<file path="config.mk">
export PLATFORM = sky130hd
export DESIGN_NAME = pe2x_queue
export DESIGN_NICKNAME = d
export VERILOG_FILES = /design/src/pe2x_pkg.sv /design/src/pe2x_queue.sv
export SDC_FILE = /design/constraint.sdc
export NUM_CORES = 1
export LEC_CHECK = 0
export ABC_AREA = 0
export BUFFER_PORTS_ARGS = -buffer_cell sky130_fd_sc_hd__buf_2
export CAP_MARGIN = 20
export CORE_ASPECT_RATIO = 0.5
export CORE_MARGIN = 1.5
export CORE_UTILIZATION = 40
export DETAILED_ROUTE_END_ITERATION = 10
export PLACE_DENSITY_LB_ADDON = 0.3
export SYNTH_ARGS = -nofsm -noshare
export SYNTH_HDL_FRONTEND = slang
export SYNTH_SLANG_ARGS = --single-unit
export TNS_END_PERCENT = 10
</file>
<file path="constraint.sdc">
create_clock -name clk -period 4.7 [get_ports clk]
set_clock_uncertainty 0.1 [all_clocks]
set_input_delay 0.94 -clock clk [delete_from_list [all_inputs] [get_ports clk]]
set_output_delay 0.94 -clock clk [all_outputs]
set_load 0.02 [all_outputs]
</file>
<file path="src/pe2x_pkg.sv">
// shared types and constants for the palette expander with 2x pixel doubling
`default_nettype none
package pe2x_pkg;

	// field widths
	localparam int unsigned IDX_W   = 8;
	localparam int unsigned COMP_W  = 8;
	localparam int unsigned SX_W    = 9;
	localparam int unsigned SY_W    = 8;
	localparam int unsigned ADDR_W  = 20;
	localparam int unsigned COLOR_W = 24;
	localparam int unsigned WRITES  = 4;

	// stream payload widths
	localparam int unsigned S_DATA_W = 64;
	localparam int unsigned M_DATA_W = 48;

	// palette depth
	localparam int unsigned PAL_DEPTH = 256;

	// job queue between front and back
	localparam int unsigned Q_DEPTH = 4;
	localparam int unsigned Q_PTR_W = $clog2(Q_DEPTH);
	localparam int unsigned Q_CNT_W = $clog2(Q_DEPTH + 1);

	// opcodes carried in tuser
	typedef enum logic {
		OP_PAL_WRITE = 1'b0,
		OP_EXPAND    = 1'b1
	} opcode_t;

	// one expanded pixel: up to four writes around a base address
	typedef struct packed {
		logic [WRITES-1:0]  mask;
		logic               back;
		logic [COLOR_W-1:0] color;
		logic [ADDR_W-1:0]  base;
	} wr_job_t;

endpackage
`default_nettype wire

</file>
<file path="src/pe2x_queue.sv">
// short job queue between front and back ends
`default_nettype none
module pe2x_queue (
	input  wire logic              clk,
	input  wire logic              arst_n,
	input  wire logic              push_valid,
	output logic                   push_ready,
	input  wire pe2x_pkg::wr_job_t push_job,
	output logic                   pop_valid,
	input  wire logic              pop_ready,
	output pe2x_pkg::wr_job_t      pop_job
);

	pe2x_pkg::wr_job_t entries [pe2x_pkg::Q_DEPTH];

	logic [pe2x_pkg::Q_PTR_W-1:0] wr_ptr_q, rd_ptr_q;
	logic [pe2x_pkg::Q_CNT_W-1:0] count_q;
	logic                         do_push, do_pop;

	assign push_ready = (count_q != pe2x_pkg::Q_CNT_W'(pe2x_pkg::Q_DEPTH));
	assign pop_valid  = (count_q != '0);
	assign do_push    = push_valid && push_ready;
	assign do_pop     = pop_valid && pop_ready;
	assign pop_job    = entries[rd_ptr_q];

	// entry storage
	always_ff @(posedge clk) begin
		if (do_push) begin
			entries[wr_ptr_q] <= push_job;
		end
	end

	// pointers and fill count
	always_ff @(posedge clk or negedge arst_n) begin
		if (!arst_n) begin
			wr_ptr_q <= '0;
			rd_ptr_q <= '0;
			count_q  <= '0;
		end else begin
			if (do_push) begin
				wr_ptr_q <= wr_ptr_q + 1'b1;
			end
			if (do_pop) begin
				rd_ptr_q <= rd_ptr_q + 1'b1;
			end
			if (do_push && !do_pop) begin
				count_q <= count_q + 1'b1;
			end else if (do_pop && !do_push) begin
				count_q <= count_q - 1'b1;
			end
		end
	end

endmodule
`default_nettype wire

</file>
==> results of run 1 <==
final cells by class:
class                      count  area (um2)  area share [%]
sequential                   203        6066           68.03
multi-input combinational     74        1333           14.95
timing repair buffer         113       610.6           6.848
clock buffer                  25       508.0           5.697
tap                          259       324.1           3.635
clock inverter                 8       63.81          0.7157
inverter                       3       11.26          0.1263
synth_stat cells, drive strengths merged:
cell type	number
mux4	49
edfxtp	196
dfrtp	7
and2	4
or3	1
ha	5
a21boi	1
xor2	2
nand3	1
xnor2	4
fa	1
mux2	2
inv	3
clkbuf	1
nor2	2
buf	11
nand2	2
kinds of logic (layout without fill, tap and decap cells):
logic type                 Yosys count  in the layout  synth area share (%)
AOI/OAI and AO/OA                    1              1                0.1493
xor gates and xnor gates             6              6                0.6970
adders and majority gates            6              6                 1.095
buffers and inverters               15            149                 2.008
DFF                                203            203                 80.38
muxes                               51             51                 14.99
and+or+nand+nor                     10             10                0.6804
worst max-delay path: stages, from the launching register on:
cell	delay, ns
dfrtp_2	0.67
buf_4	0.55
mux4_2	0.40
buf_2	0.18
final timing paths:
| check | from | endpoint | slack (ns) | depth (start not counted) |
|---|---|---|---|---|
| worst max-delay path | rd_ptr_q[1] | pop_job[3] | 1.37 | 3 |
| worst max register to register | count_q[0] | entries[2][21] | 2.31 | 4 |
| worst min register to register | count_q[2] | count_q[2] | 0.45 | 1 |
| min in group clk | count_q[2] | count_q[2] | 0.45 | 1 |
| max in group asynchronous | arst_n | rd_ptr_q[0] | 4.11 | 1 |
| worst min-delay path | arst_n | wr_ptr_q[0] | 0.20 | 1 |
cells in the final DEF (no fill, tap or decap), types with 2 or more instances in the layout:
cell type and n:
xnor2_1 4, nor2_1 2, ha_1 5, nand2_1 2, xor2_1 2, clkinv_2 3, dfrtp_1 5, inv_1 3
buf_2 103, buf_4 9, mux2_2 2, and2_2 4, clkbuf_16 19, clkbuf_1 5, edfxtp_1 196, clkinv_1 3
mux4_2 48
where the power goes:
part / switching (mW) / total [mW] / internal, mW
clock: 0.614 / 1.43 / 0.815
combinational: 1.05 / 1.81 / 0.759
sequential: 0.151 / 2.55 / 2.40
total: 1.82 / 5.79 / 3.97
metal layers:
layer  wire length (um)  up-vias  global-route usage, %
met5                  0        -                      0
met4                286        0                  3.582
met3                520       21                  2.991
met2               6475       58                  22.15
met1               5932     1732                  18.71
li1                   -     1481                      -
registers in the layout, summed over array words and instances, names as in the netlist:
name and flops:
count_q 3, rd_ptr_q 2, wr_ptr_q 2, entries 196
==> flow_summary.toml, run 1 <==
[sta]
fin_ws_ns = 1.375
tightest_slew_ns = 0.8204
maxSlewViolCount = 0
fin_crit_ns = 3.325
whs_ns = 0.1981
finalHoldViolCount = 0
relSlewSlack_pct = 45.30
setup_viol = 0
rsz0062_at_grt = "no"
max_freq_mhz = 300.7
setup_tns_ns = 0
timing.final.crit_share_pct = 70.75

[clocking]
cts_resized = 0
clk_latency_ns = 0.47
cts_buffer_depth = 3
cts.clk_slew.worst_paths_ns = 0.06
cts_buffers = 19
postCtsSetupBuffers = 0
cts_tree = "yes"
cts-root-buf = "clkbuf_16"
cts_max_level = 1
clkSinkCount = 203
holdBufCountCts = 0

[setup_path]
crit_arrival_ns = 2.29
path_class = "flop to output pin"
crit_required_ns = 3.66
cp-start-kind = "flop"
critPathMaxFanout = 34
worstSetupEndpointType = "output pin"

[finish]
stdcell_area_um2 = 8916
area_growth_pct = 18.25
fin_util_pct = 48.36
antenna_cells = 0
final_nets = 473
stdcell_count = 685
layout-drive-gt1-share_pct = 45.77
nFillCells = 1535

[synth]
syn-mean-instance-area_um2 = 25.82
synth_top_area_share_pct = 78.06
synth_top_cell_by_area = "edfxtp_1"
ys_warn_count = 0
synth_nets = 351
yosys-top-cells-area = "edfxtp_1 (78%), mux4_2 (14%), dfrtp_1 (2.3%)"
post_synth_instance_area_um2 = 7540
synth_cells = 292
yosys.cell_types.count = 20
synth-seq-cells = 203
seq_area_frac_synth_pct = 80.38

[place]
dp_hpwl_mm = 7.843
pre_cts_ws_ns = 1.636
placed_cells = 651
numPortBuffers = 103
dpl-instance-area_um2 = 8317
gp_congestion = 0.6639

[grt]
grt_usage_pct = 13.56
grt_pass1_wl_mm = 20.20
antenna_found_initial = 0
grt.overflow.total = 0
grt_pass1_vias = 3594
grt_max_degree = 52

[pwr]
p_per_area_nw_per_um2 = 649.1
p_leak_nw = 3.046
ir_drop_mv = 0.4071
power_mw = 5.787

[route]
ant_nets = 0
drt_iter0_drc = 138
route.detailed.wl_per_inst_um = 19.29
vias = 3292
post-route-drc-count = 0
vias_per_cell = 4.806
firstDrtPassIters = 4
finalWirelength_mm = 13.21

[floorplanning]
io_pins = 104
core_area_um2 = 18440
start_util_pct = 40.90
die_w_um = 197.2
die_area_um2 = 19730
dieHeight_um = 100.1
num_rows = 35

[flow_run]
drv_cap = 0

[min_path]
hold_path.class = "input pin to asynchronous set/reset pin"

[status]
status = "finished, final reports clean"
Note: power is estimated with default switching activity, not from simulation.
==> run 2, diff against run 1 <==
Clock period 4.7 ns to 3.4 ns, I/O delays scaled along.
==> run 2 against run 1 <==
Critical endpoint is now pop_job[2]. Sequential share of layout area down 0.46 points. Setup slack worse by 1.0 ns. Final cell count unchanged. Sequential power up 39%. Cell area up 0.69%. Non-clock buffer count unchanged. Largest power group unchanged. Register-to-register slack worse by 1.2 ns. Global-route usage down 0.13 points. Flip-flop and latch count unchanged. Die area unchanged. Critical path depth unchanged.
==> flow_summary.toml, run 2 (synthesized netlist as in run 1, its figures left out) <==
[place]
dp_hpwl_mm = 7.706
numPortBuffers = 103
gp_congestion = 0.6873

[min_path]
hold_path.class = "input pin to flop"
min_path_cells = 1

[floorplanning]
start_util_pct = 40.90
die_area_um2 = 19730
die_w_um = 197.2
core_area_um2 = 18440
dieHeight_um = 100.1
num_rows = 35
io_pins = 104

[route]
post-route-drc-count = 0
firstDrtPassIters = 4
route.detailed.wl_per_inst_um = 18.84
ant_nets = 0
vias = 3308
finalWirelength_mm = 12.91
vias_per_cell = 4.829
drt_iter0_drc = 136

[finish]
layout-drive-gt1-share_pct = 45.88
regMostFlops = "entries"
nFillCells = 1499
fin_util_pct = 48.69
final_common_cell = "edfxtp_1"
final_nets = 473
area_growth_pct = 19.07
largest_reg_flops = 196
top_regs = "entries (196), count_q (3)"
final_cell_mix = "edfxtp_1 (196), buf_2 (103), mux4_2 (48), clkbuf_16 (19), clkinv_1 (6)"

[pwr]
p_per_area_nw_per_um2 = 898.9
p_leak_nw = 3.065
ir_drop_mv = 0.4743

[setup_path]
critPathMaxFanout = 21
crit_arrival_ns = 2.25
worstSetupEndpointType = "output pin"
path_class = "flop to output pin"
r2r_cells = 8
cp-start-kind = "flop"
crit_required_ns = 2.62

[grt]
top_usage_layer = "met2"
grt_use_met2_pct = 22.40
met1_usage_pct = 18.18
grt_pass1_wl_mm = 19.85
grt_max_degree = 38
antenna_found_initial = 1
grt_pass1_vias = 3535
grt.overflow.total = 0
grt_usage_pct = 13.43
grt_use_met3_pct = 3.091

[clocking]
cts_buffers = 19
cts-root-buf = "clkbuf_16"
cts.clk_slew.worst_paths_ns = 0.06
clk_latency_ns = 0.47
postCtsSetupBuffers = 0
clkSinkCount = 203
cts_tree = "yes"
cts_buffer_depth = 3
cts_max_level = 1

[sta]
rsz0062_at_grt = "no"
maxSlewViolCount = 0
relSlewSlack_pct = 64.94
setup_tns_ns = 0
tightest_slew_ns = 0.5259
setup_viol = 0
finalHoldViolCount = 0
timing.final.crit_share_pct = 89.21
max_freq_mhz = 329.7
fin_crit_ns = 3.033

[flow_run]
drv_cap = 0

[status]
status = "finished, final reports clean"
-- run 2: where the power goes --
| part | switching [mW] | total (mW) | internal [mW] |
|---|---|---|---|
| clock network | 0.851 | 2.02 | 1.17 |
| registers | 0.241 | 3.55 | 3.31 |
| logic | 1.42 | 2.50 | 1.08 |
-- run 2: layout make-up --
type / count / area, um2 / share of cell area, %
antenna: 1 / 2.502 / 0.02787
clock buffer: 19 / 475.5 / 5.296
clock inverter: 13 / 110.1 / 1.226
inverter: 3 / 11.26 / 0.1254
multi-input combinational: 74 / 1333 / 14.84
sequential: 203 / 6066 / 67.57
tap: 259 / 324.1 / 3.610
timing repair buffer: 113 / 655.6 / 7.303
-- run 2: worst paths after layout --
check,slack [ns],end,startpoint
worst max-delay path,0.37,pop_job[2],rd_ptr_q[0]
min in group asynchronous,0.48,count_q[0],arst_n
worst min-delay path,0.32,entries[2][38],push_job[38]
worst min register to register,0.43,count_q[2],count_q[2]
worst max register to register,1.16,count_q[2],count_q[0]
max in group asynchronous,2.54,rd_ptr_q[0],arst_n
-- run 2: worst max-delay path, stage by stage, from the launching register on --
cell and delay [ns]:
dfrtp_4 0.72, buf_4 0.33, mux4_2 0.54, buf_2 0.18
-- run 2: what timing repair did --
item,CTS,global route
hold endpoints to repair,7,0
gates resized for setup,0,0
hold buffers,1,0
-- run 2: metal layers --
layer	share of wire, %	wire, um
met1	44	5667
met2	50	6455
met3	4.4	563
met4	1.7	219
met5	0	0
-- run 2: per-stage QoR --
step           hold slack, ns  total power, mW  setup slack, ns  cells  cell area [um2]
2_1_floorplan          0.2844            5.418           0.7338    292             7540
3_3_place_gp           0.4098            6.159           0.7918    651             8379
3_5_place_dp           0.4175            6.187           0.7808    651             8379
4_1_cts                0.2970            8.223           0.2645    684             8975
5_1_grt                0.3017            8.467           0.2032    684             8975
6_report               0.3226            8.070           0.3667    685             8977
