## config.mk

```make
export PLATFORM = sky130hd
export DESIGN_NAME = pe2x_back
export DESIGN_NICKNAME = d
export VERILOG_FILES = /design/src/pe2x_pkg.sv /design/src/pe2x_back.sv
export SDC_FILE = /design/constraint.sdc
export NUM_CORES = 1
export LEC_CHECK = 0
export BUFFER_PORTS_ARGS = -buffer_cell sky130_fd_sc_hd__buf_4
export CORE_ASPECT_RATIO = 2
export CORE_MARGIN = 2
export CORE_UTILIZATION = 51
export DETAILED_ROUTE_END_ITERATION = 6
export PLACE_DENSITY = 0.88
export SKIP_LAST_GASP = 1
export SLEW_MARGIN = 20
export SYNTH_ARGS = -nofsm -noshare
export SYNTH_HDL_FRONTEND = slang
export SYNTH_SLANG_ARGS = --single-unit
```

## constraint.sdc

```tcl
create_clock -name clk -period 3.7 [get_ports clk]
set_input_delay 0.37 -clock clk [delete_from_list [all_inputs] [get_ports clk]]
set_output_delay 0.37 -clock clk [all_outputs]
set_load 0.005 [all_outputs]
```

## src/pe2x_pkg.sv

```systemverilog
// shared types and constants for the palette expander with 2x pixel doubling
`default_nettype none
package pe2x_pkg;

	// field widths
	localparam int unsigned IDX_W   = 8;
	localparam int unsigned COMP_W  = 8;
	localparam int unsigned SX_W    = 9;
	localparam int unsigned SY_W    = 8;
	localparam int unsigned ADDR_W  = 20;
	localparam int unsigned COLOR_W = 24;
	localparam int unsigned WRITES  = 4;

	// stream payload widths
	localparam int unsigned S_DATA_W = 64;
	localparam int unsigned M_DATA_W = 48;

	// palette depth
	localparam int unsigned PAL_DEPTH = 256;

	// job queue between front and back
	localparam int unsigned Q_DEPTH = 4;
	localparam int unsigned Q_PTR_W = $clog2(Q_DEPTH);
	localparam int unsigned Q_CNT_W = $clog2(Q_DEPTH + 1);

	// opcodes carried in tuser
	typedef enum logic {
		OP_PAL_WRITE = 1'b0,
		OP_EXPAND    = 1'b1
	} opcode_t;

	// one expanded pixel: up to four writes around a base address
	typedef struct packed {
		logic [WRITES-1:0]  mask;
		logic               back;
		logic [COLOR_W-1:0] color;
		logic [ADDR_W-1:0]  base;
	} wr_job_t;

endpackage
`default_nettype wire

```

## src/pe2x_back.sv

```systemverilog
// back end: walks the writes of each job, one write per cycle while m_tready does not stall
`default_nettype none
module pe2x_back #(
	parameter int unsigned FRAME_WIDTH = 1024
) (
	input  wire logic                          clk,
	input  wire logic                          arst_n,
	input  wire logic                          job_valid,
	output logic                               job_ready,
	input  wire pe2x_pkg::wr_job_t             job,
	output logic                               m_tvalid,
	input  wire logic                          m_tready,
	output logic [pe2x_pkg::M_DATA_W-1:0]      m_tdata,
	output logic                               m_tuser,
	output logic                               m_tlast
);

	localparam int unsigned AW = pe2x_pkg::ADDR_W;

	// job being worked on
	logic [pe2x_pkg::WRITES-1:0]  cur_mask_q;
	logic [AW-1:0]                cur_base_q;
	logic [pe2x_pkg::COLOR_W-1:0] cur_color_q;
	logic                         cur_back_q;

	// output register
	logic                         out_valid_q;
	logic [AW-1:0]                out_addr_q;
	logic [pe2x_pkg::COLOR_W-1:0] out_color_q;
	logic                         out_back_q;
	logic                         out_last_q;

	logic                        busy, emit, done, take;
	logic [pe2x_pkg::WRITES-1:0] pick, rest;
	logic                        step_x, step_y;
	logic [AW-1:0]               addr;

	// lowest pending write goes first
	always_comb begin
		priority if (cur_mask_q[0]) begin
			pick = 4'b0001;
		end else if (cur_mask_q[1]) begin
			pick = 4'b0010;
		end else if (cur_mask_q[2]) begin
			pick = 4'b0100;
		end else begin
			pick = 4'b1000;
		end
	end

	assign rest   = cur_mask_q & ~pick;
	assign step_x = pick[1] || pick[3];
	assign step_y = pick[2] || pick[3];
	assign addr   = cur_base_q + AW'(step_x) + (step_y ? AW'(FRAME_WIDTH) : '0);

	// handshake between job, walker and output register
	assign busy      = (cur_mask_q != '0);
	assign emit      = busy && (!out_valid_q || m_tready);
	assign done      = emit && (rest == '0);
	assign take      = !busy || done;
	assign job_ready = take;

	// walker state
	always_ff @(posedge clk or negedge arst_n) begin
		if (!arst_n) begin
			cur_mask_q <= '0;
		end else if (take && job_valid) begin
			cur_mask_q <= job.mask;
		end else if (emit) begin
			cur_mask_q <= rest;
		end
	end

	always_ff @(posedge clk) begin
		if (take && job_valid) begin
			cur_base_q  <= job.base;
			cur_color_q <= job.color;
			cur_back_q  <= job.back;
		end
	end

	// output valid
	always_ff @(posedge clk or negedge arst_n) begin
		if (!arst_n) begin
			out_valid_q <= 1'b0;
		end else if (emit) begin
			out_valid_q <= 1'b1;
		end else if (m_tready) begin
			out_valid_q <= 1'b0;
		end
	end

	// output payload
	always_ff @(posedge clk) begin
		if (emit) begin
			out_addr_q  <= addr;
			out_color_q <= cur_color_q;
			out_back_q  <= cur_back_q;
			out_last_q  <= (rest == '0);
		end
	end

	assign m_tvalid = out_valid_q;
	assign m_tdata  = {4'b0, out_color_q, out_addr_q};
	assign m_tuser  = out_back_q;
	assign m_tlast  = out_last_q;

endmodule
`default_nettype wire

```

==> summary.txt, run 1 <==
Status = completed
Routability-driven placement congestion ratio = 0.769
Worst vdd ir = 0.000805 V
Reg-to-reg slack, setup = 1.25 ns
Port Buf Inserts = 100
Pins Over Slew Limit = 0
Slowest stage delay, CP = 0.86 ns
DRC viols = 0
Ranking of synthesized cells by area = edfxtp_1, dfrtp_1, xnor2_1, xor2_1, ha_1
Wire length on met2 = 3.32 mm
Clk Latency, worst-skew pair = 0.34 ns
Crit path DAT = 2.41 ns
Via count = 1866
Unique cell type count in the Yosys netlist = 35
Number of diodes = 0
Final Hold Slack = 0.203 ns
Nets = 342
HPWL Detailed = 4.43 mm
Crit path depth = 3
Global-route wire length before repair = 9.09 mm
Gr usage total = 16.8%
Die H = 121 um
Top-Level Pins = 105
TritonCTS Sinks = 96
Worst Skew = 0.00493 ns
Core Area = 6620 sq um
Area Overhead vs Synth = 32.6%
Final period utilization = 66.3%
Total CTS buffers = 9
Leakage = 1.79 nW
Reg2Reg Depth = 3
Share of cells above drive strength 1 = 45.4%
Hold Crit Class = in -> reg
CP Data Required Time = 3.66 ns
CTS tree = yes
Wire per inst = 15.8 um
Crit path max fanout = 45
Post-CTS Setup Inserts = 0
Hold Path Depth = 1
Cells along the critical path = or4_4 -> o211ai_4 -> and2_2
Synthesized area = 3490 sq um
Crit Reg-Reg Startpoint = cur_mask_q[2]
Met3 wire len = 328 um
Final setup fails = 0
ANT nets after route = 0
Slowest-stage cell, CP = and2_2
Grt total ovfl = 0
Top Metal Used = met4
# fillers = 453
WL final = 6.00 mm
Clk slew on worst S/H paths = 0.07 ns
WS Path Type = reg -> reg
Startpoint type of the worst setup path = register
Multi-input gate area = 612 sq um
Worst setup startpoint = cur_mask_q[2]
Max clock buf depth = 2
FF+latch count, synth = 96
FMAX = 408 MHz
Final hold viol count = 0
Setup crit end = cur_color_q[9]
Die Width = 62.5 um
Top-area cell type share of the netlist area = 78.2%
Tmin final = 2.45 ns
H-tree depth = 3
Register area share after synthesis = 81.8%
Synthesized area per cell = 20.0 sq um
Initial Util = 52.8%
Crit-path leading delay family = simple AND/OR/NAND/NOR gates
Worst Max-Slew Pin Slew = 1.00 ns
WP buf/inv = 0
Drt pass-1 iters = 5
Die area = 7570 sq um
Crit end category = register
WL met1 = 1.98 mm
DRC marker count from the first detailed-route iteration = 46
Setup TNS = 0 ns
Synth warn = 0
Largest net degree at the start of global routing = 46
Reg2reg end = cur_color_q[9]
Via count of the first global-routing pass = 1893
RSZ-0062 raised after global routing = false
CTS root buf = clkbuf_16
Pwr dens = 808 nW/um^2
Initial antenna violation count = 0
Yosys top cell by area = edfxtp_1
Row cnt = 42
Post-DR vias/cell = 4.92
Syn Inst Count = 175
Slew headroom = 33.3%
Sequential cell area = 2860 sq um
Max cap viols = 0
Post-cts sizing count = 0
## placed cells by master, fill, tap and decap left out, types with 2 or more instances in the layout
cell type | netlist | final
buf_4 | 4 | 101
edfxtp_1 | 91 | 91
xnor2_1 | 10 | 10
clkbuf_16 | 0 | 9
xor2_1 | 8 | 8
nor2_1 | 7 | 7
nand3_1 | 5 | 5
dfrtp_1 | 5 | 5
and3_1 | 4 | 4
conb_1 | 1 | 4
inv_6 | 0 | 4
nor3b_2 | 3 | 3
nand2_1 | 3 | 3
nand2b_1 | 3 | 3
ha_1 | 3 | 3
a21oi_1 | 3 | 2
and4_1 | 2 | 2
nand4_1 | 2 | 2
or4_4 | 2 | 2
a31o_1 | 2 | 2
clkinvlp_4 | 0 | 2
## cell families after synthesis
family | count (synthesis) | share of synthesized area, %
XOR/XNOR | 18 | 4.51
AND/OR/NAND/NOR | 37 | 7.09
buffers and inverters | 7 | 1.40
adder cells (fa/ha/maj) | 4 | 1.36
AO/OA/AOI/OAI | 12 | 3.76
flip-flops | 96 | 81.8
other | 1 | 0.107
## stage by stage
| step | std cells | util [%] | setup WS [ns] | power [mW] | cell area (sq um) |
|---|---|---|---|---|---|
| 2_1_floorplan | 178 | - | 0.380 | 2.41 | 3510 |
| 3_3_place_gp | 362 | 65.6 | 1.33 | 2.88 | 4350 |
| 3_5_place_dp | 362 | 65.6 | 1.27 | 2.93 | 4350 |
| 4_1_cts | 379 | 70.0 | 1.23 | 3.78 | 4630 |
| 5_1_grt | 379 | 70.0 | 1.11 | 3.92 | 4630 |
| 6_report | 379 | 70.0 | 1.25 | 3.74 | 4630 |
## cell type report
cell class,count,share of cell area (%)
Inverter,2,0.162
Multi-Input combinational cell,75,13.2
Sequential cell,96,61.7
Clock buffer,10,4.94
Tap cell,88,2.38
Clock inverter,6,1.08
Timing Repair Buffer,102,16.6
## cells in the mapped netlist
cell type  count
o21ai_0        1
o211ai_4       1
or3_1          1
inv_1          1
buf_6          1
and3_1         4
nand4_1        2
a32o_2         1
buf_4          4
inv_2          1
o21a_1         1
or2_2          1
a41oi_4        1
conb_1         1
nor2_1         7
edfxtp_1      91
a32o_1         1
or3_2          1
maj3_1         1
xor2_1         8
nor2b_4        1
nor3b_2        3
nand2b_1       3
a41oi_2        1
ha_1           3
dfrtp_1        5
nand2_1        3
nand3_1        5
and4_4         1
or4_4          2
xnor2_1       10
and4_1         2
a31o_1         2
a21oi_1        3
and2_1         1
## where the power goes
part | switching, mW | internal (mW)
combinational | 0.506 | 0.483
clock | 0.377 | 0.464
sequential | 0.169 | 1.75
## worst register-to-register path: cells and delay by family (launching register included)
kind	cells	cell delay [ns]
AND/OR/NAND/NOR	2	1.43
flip-flops	1	0.48
AO/OA/AOI/OAI	1	0.14
## routing by layer
metal	track usage (%)	vias to the layer above
met5	0	-
met4	14.2	0
met3	3.71	22
met2	29.6	80
met1	16.4	874
li1	-	890
## sequential cells by signal (all words and copies together), names as in the netlist
signal,count
m_tlast,1
cur_base_q,20
out_color_q,24
cur_color_q,24
cur_mask_q,4
m_tvalid,1
cur_back_q,1
out_addr_q,20
m_tuser,1
## worst min-delay path by stage
stage          startpoint              end  slack, ns
6_report          job[36]  cur_color_q[16]       0.20
5_1_grt           job[21]   cur_color_q[1]       0.19
4_1_cts           job[34]  cur_color_q[14]       0.19
3_5_place_dp       arst_n    cur_mask_q[0]       0.18
3_3_place_gp       arst_n    cur_mask_q[0]       0.17
2_1_floorplan      arst_n    cur_mask_q[0]       0.07
## repair_timing
action / CTS / global route
endpoints found under the hold margin: 5 / 0
endpoints found under the setup margin: 0 / 0
hold buffers: 1 / 0
Note: power is estimated with default switching activity, not from simulation.
==> run 2, diff against run 1 <==
- ABC_AREA: not set -> 1
- clock period: 3.7 -> 2.3 ns (I/O delays scaled with it)
==> run 2 against run 1 <==
Clock skew is 0.0052 ns higher. Cell count is 14% higher. Final area grew 3.0%. Count of clock-buffer cells in the layout unchanged. Die area grew 1.6%. Hold slack got worse by 0.14 ns. Highest routed layer unchanged. Synthesized cell count rose by 27%. Clock power increased by 74%.
==> summary.txt, run 2 <==
Max cap viols = 0 (unchanged)
Final period utilization = 89.5% (was 66.3%)
Initial Util = 52.0% (was 52.8%)
Row cnt = 43 (was 42)
Most common cell type on the critical path = nand2_1
FFs w/ async S/R, synth = 5.21% (unchanged)
Commonest non-fill, non-tap cell in the layout = buf_4 (unchanged)
Slowest-stage cell, CP = dfrtp_1 (was and2_2)
Number of diodes = 0 (unchanged)
Final setup fails = 0 (unchanged)
PnR worst setup slack = 0.241 ns (was 1.25 ns)
Synthesized area = 3550 sq um (was 3490 sq um)
Wire per inst = 14.8 um (was 15.8 um)
DRC viols = 0 (unchanged)
Grt total ovfl = 0 (unchanged)
Routability-driven placement congestion ratio = 0.824 (was 0.769)
Unique cell type count in the Yosys netlist = 22 (was 35)
Yosys top cell by area = edfxtp_1 (unchanged)
WS Path Type = reg -> reg (unchanged)
EDFF count, synth = 91 (unchanged)
Initial antenna violation count = 0 (unchanged)
Leakage = 1.96 nW (was 1.79 nW)
Ranking of synthesized cells by area = edfxtp_1, nand2_1, dfrtp_1, xor2_1, nand3_1 (was edfxtp_1, dfrtp_1, xnor2_1, xor2_1, ha_1)
Drt pass-1 iters = 5 (unchanged)
Worst Skew = 0.0101 ns (was 0.00493 ns)
Met2 Track Usage GR = 31.3% (was 29.6%)
CTS root buf = clkbuf_16 (unchanged)
Top-area cell type share of the netlist area = 76.9% (was 78.2%)
CTS tree = yes (unchanged)
Share of cells above drive strength 1 = 38.3% (was 45.4%)
Startpoint type of the worst setup path = register (unchanged)
Worst slack, placed = 0.256 ns (was 1.27 ns)
Global-route wire length before repair = 10.2 mm (was 9.09 mm)
Crit end category = register (unchanged)
FF+latch count, synth = 96 (unchanged)
Post-synth top flop = edfxtp_1 (unchanged)
Commonest cells post-synth = edfxtp_1, nand2_1, inv_1, nand3_1, nor2_1 (was edfxtp_1, xnor2_1, xor2_1, nor2_1)
Grt met3 use = 7.66% (was 3.71%)
Die H = 122 um (was 121 um)
TritonCTS Sinks = 96 (unchanged)
Die area = 7690 sq um (was 7570 sq um)
WL final = 6.40 mm (was 6.00 mm)
Setup TNS = 0 ns (unchanged)
Top-Level Pins = 105 (unchanged)
Final hold viol count = 0 (unchanged)
Pins Over Slew Limit = 0 (unchanged)
Post-cts sizing count = 0 (unchanged)
Hold Crit Class = in -> reg (unchanged)
M1 GR Usage = 19.5% (was 16.4%)
Synth warn = 0 (unchanged)
FMAX = 486 MHz (was 408 MHz)
Worst vdd ir = 0.000886 V (was 0.000805 V)
Largest registers = cur_color_q x24, out_color_q x24 (unchanged)
Status = completed (unchanged)
Via count = 2161 (was 1866)
DRC marker count from the first detailed-route iteration = 108 (was 46)
Area Overhead vs Synth = 34.4% (was 32.6%)
H-tree depth = 3 (unchanged)
WP buf/inv = 1 (was 0)
Nets = 393 (was 342)
Largest net degree at the start of global routing = 29 (was 46)
Pwr dens = 1330 nW/um^2 (was 808 nW/um^2)
Crit-path leading delay family = simple AND/OR/NAND/NOR gates (unchanged)
RSZ-0062 raised after global routing = false (unchanged)
Cells along the critical path = inv_1 -> nor2_1 -> nor2_1 -> ha_1 -> ha_1 -> nand3_2 -> nor2_2 -> nand3_1 -> nand2_2 -> nand2_1 -> nand2_1 -> nand2_1 (was or4_4 -> o211ai_4 -> and2_2)
Gr usage total = 18.1% (was 16.8%)
Crit path DAT = 2.15 ns (was 2.41 ns)
Via count of the first global-routing pass = 2159 (was 1893)
Busiest grt layer = met2 (unchanged)
Post-CTS Setup Inserts = 0 (unchanged)
Port Buf Inserts = 100 (unchanged)
Tmin final = 2.06 ns (was 2.45 ns)
Clk slew on worst S/H paths = 0.07 ns (about the same)
Total CTS buffers = 9 (unchanged)
Hold_buf cts = 1 (unchanged)
Most frequent cells in the layout = buf_4, edfxtp_1, nand2_1 (was buf_4, edfxtp_1, xnor2_1)
Count leader, synth = edfxtp_1 (unchanged)
Clk Latency, worst-skew pair = 0.34 ns (about the same)
CP Data Required Time = 2.39 ns (was 3.66 ns)
Register area share after synthesis = 80.5% (was 81.8%)
HPWL Detailed = 4.76 mm (was 4.43 mm)
ANT nets after route = 0 (unchanged)
Syn Inst Count = 223 (was 175)
Core Area = 6830 sq um (was 6620 sq um)
Post-DR vias/cell = 5.00 (was 4.92)
Crit path max fanout = 5 (was 45)
Slowest stage delay, CP = 0.39 ns (was 0.86 ns)
Die Width = 63.0 um (was 62.5 um)
Max clock buf depth = 2 (unchanged)
Synthesized area per cell = 15.9 sq um (was 20.0 sq um)
## run 2: cell count changes in the layout (fill, tap and decap cells not counted), sizes merged, moves of 4 or more
cell / delta
nand2: +41
xnor2: -5
nor3: +4
and3: -4
nor2: +9
inv: +9
nand3: +11
## run 2: stage by stage
step	util [%]	hold slack, ns	cell area, sq um	instances	total power [mW]
4_1_cts	69.9	0.0506	4770	432	6.43
2_1_floorplan	-	-0.0656	3570	226	3.90
5_1_grt	69.9	0.0507	4770	432	6.72
3_3_place_gp	65.4	0.0318	4470	415	4.86
3_5_place_dp	65.4	0.0344	4470	415	4.96
6_report	69.9	0.0638	4770	432	6.37
## run 2: cells by family (layout without fill, tap and decap cells)
group	after synthesis	after routing	synth area share [%]
flops	96	96	80.5
simple gates	83	83	10.8
buf+inv	18	134	2.43
xor+xnor	14	14	3.45
compound gates	8	8	1.69
fa+ha+maj	3	3	1.06
other cells	1	4	0.106
## run 2: layout make-up
cell class | instances | area, sq um
flip-flops and latches | 96 | 2860
fillers | 458 | 2060
repair buffers | 105 | 828
multi-input cells | 112 | 631
clock buffers | 10 | 229
well taps | 90 | 113
clock inverters | 6 | 66.3
inverters | 13 | 48.8
## run 2: worst paths after layout
kind | from | end | slack (ns) | cells past startpoint
hold / removal | job[36] | cur_color_q[16] | 0.06 | 1
setup / recovery | cur_mask_q[2] | out_addr_q[16] | 0.24 | 12
setup reg to reg | cur_mask_q[2] | out_addr_q[16] | 0.24 | 12
min in group asynchronous | arst_n | cur_mask_q[1] | 0.22 | 2
hold reg to reg | cur_color_q[13] | out_color_q[13] | 0.42 | 0
max in group asynchronous | arst_n | cur_mask_q[3] | 1.97 | 2
## run 2: per-layer routing
metal | vias to the layer above | share of wire, %
met4 | 0 | 1.9
met5 | - | 0
met3 | 16 | 9.6
met1 | 1011 | 37
li1 | 1016 | -
met2 | 118 | 52
## run 2: where the power goes
part | switching, mW | internal [mW] | total [mW]
logic | 0.949 | 0.847 | 1.80
clock network | 0.609 | 0.848 | 1.46
registers | 0.275 | 2.84 | 3.12
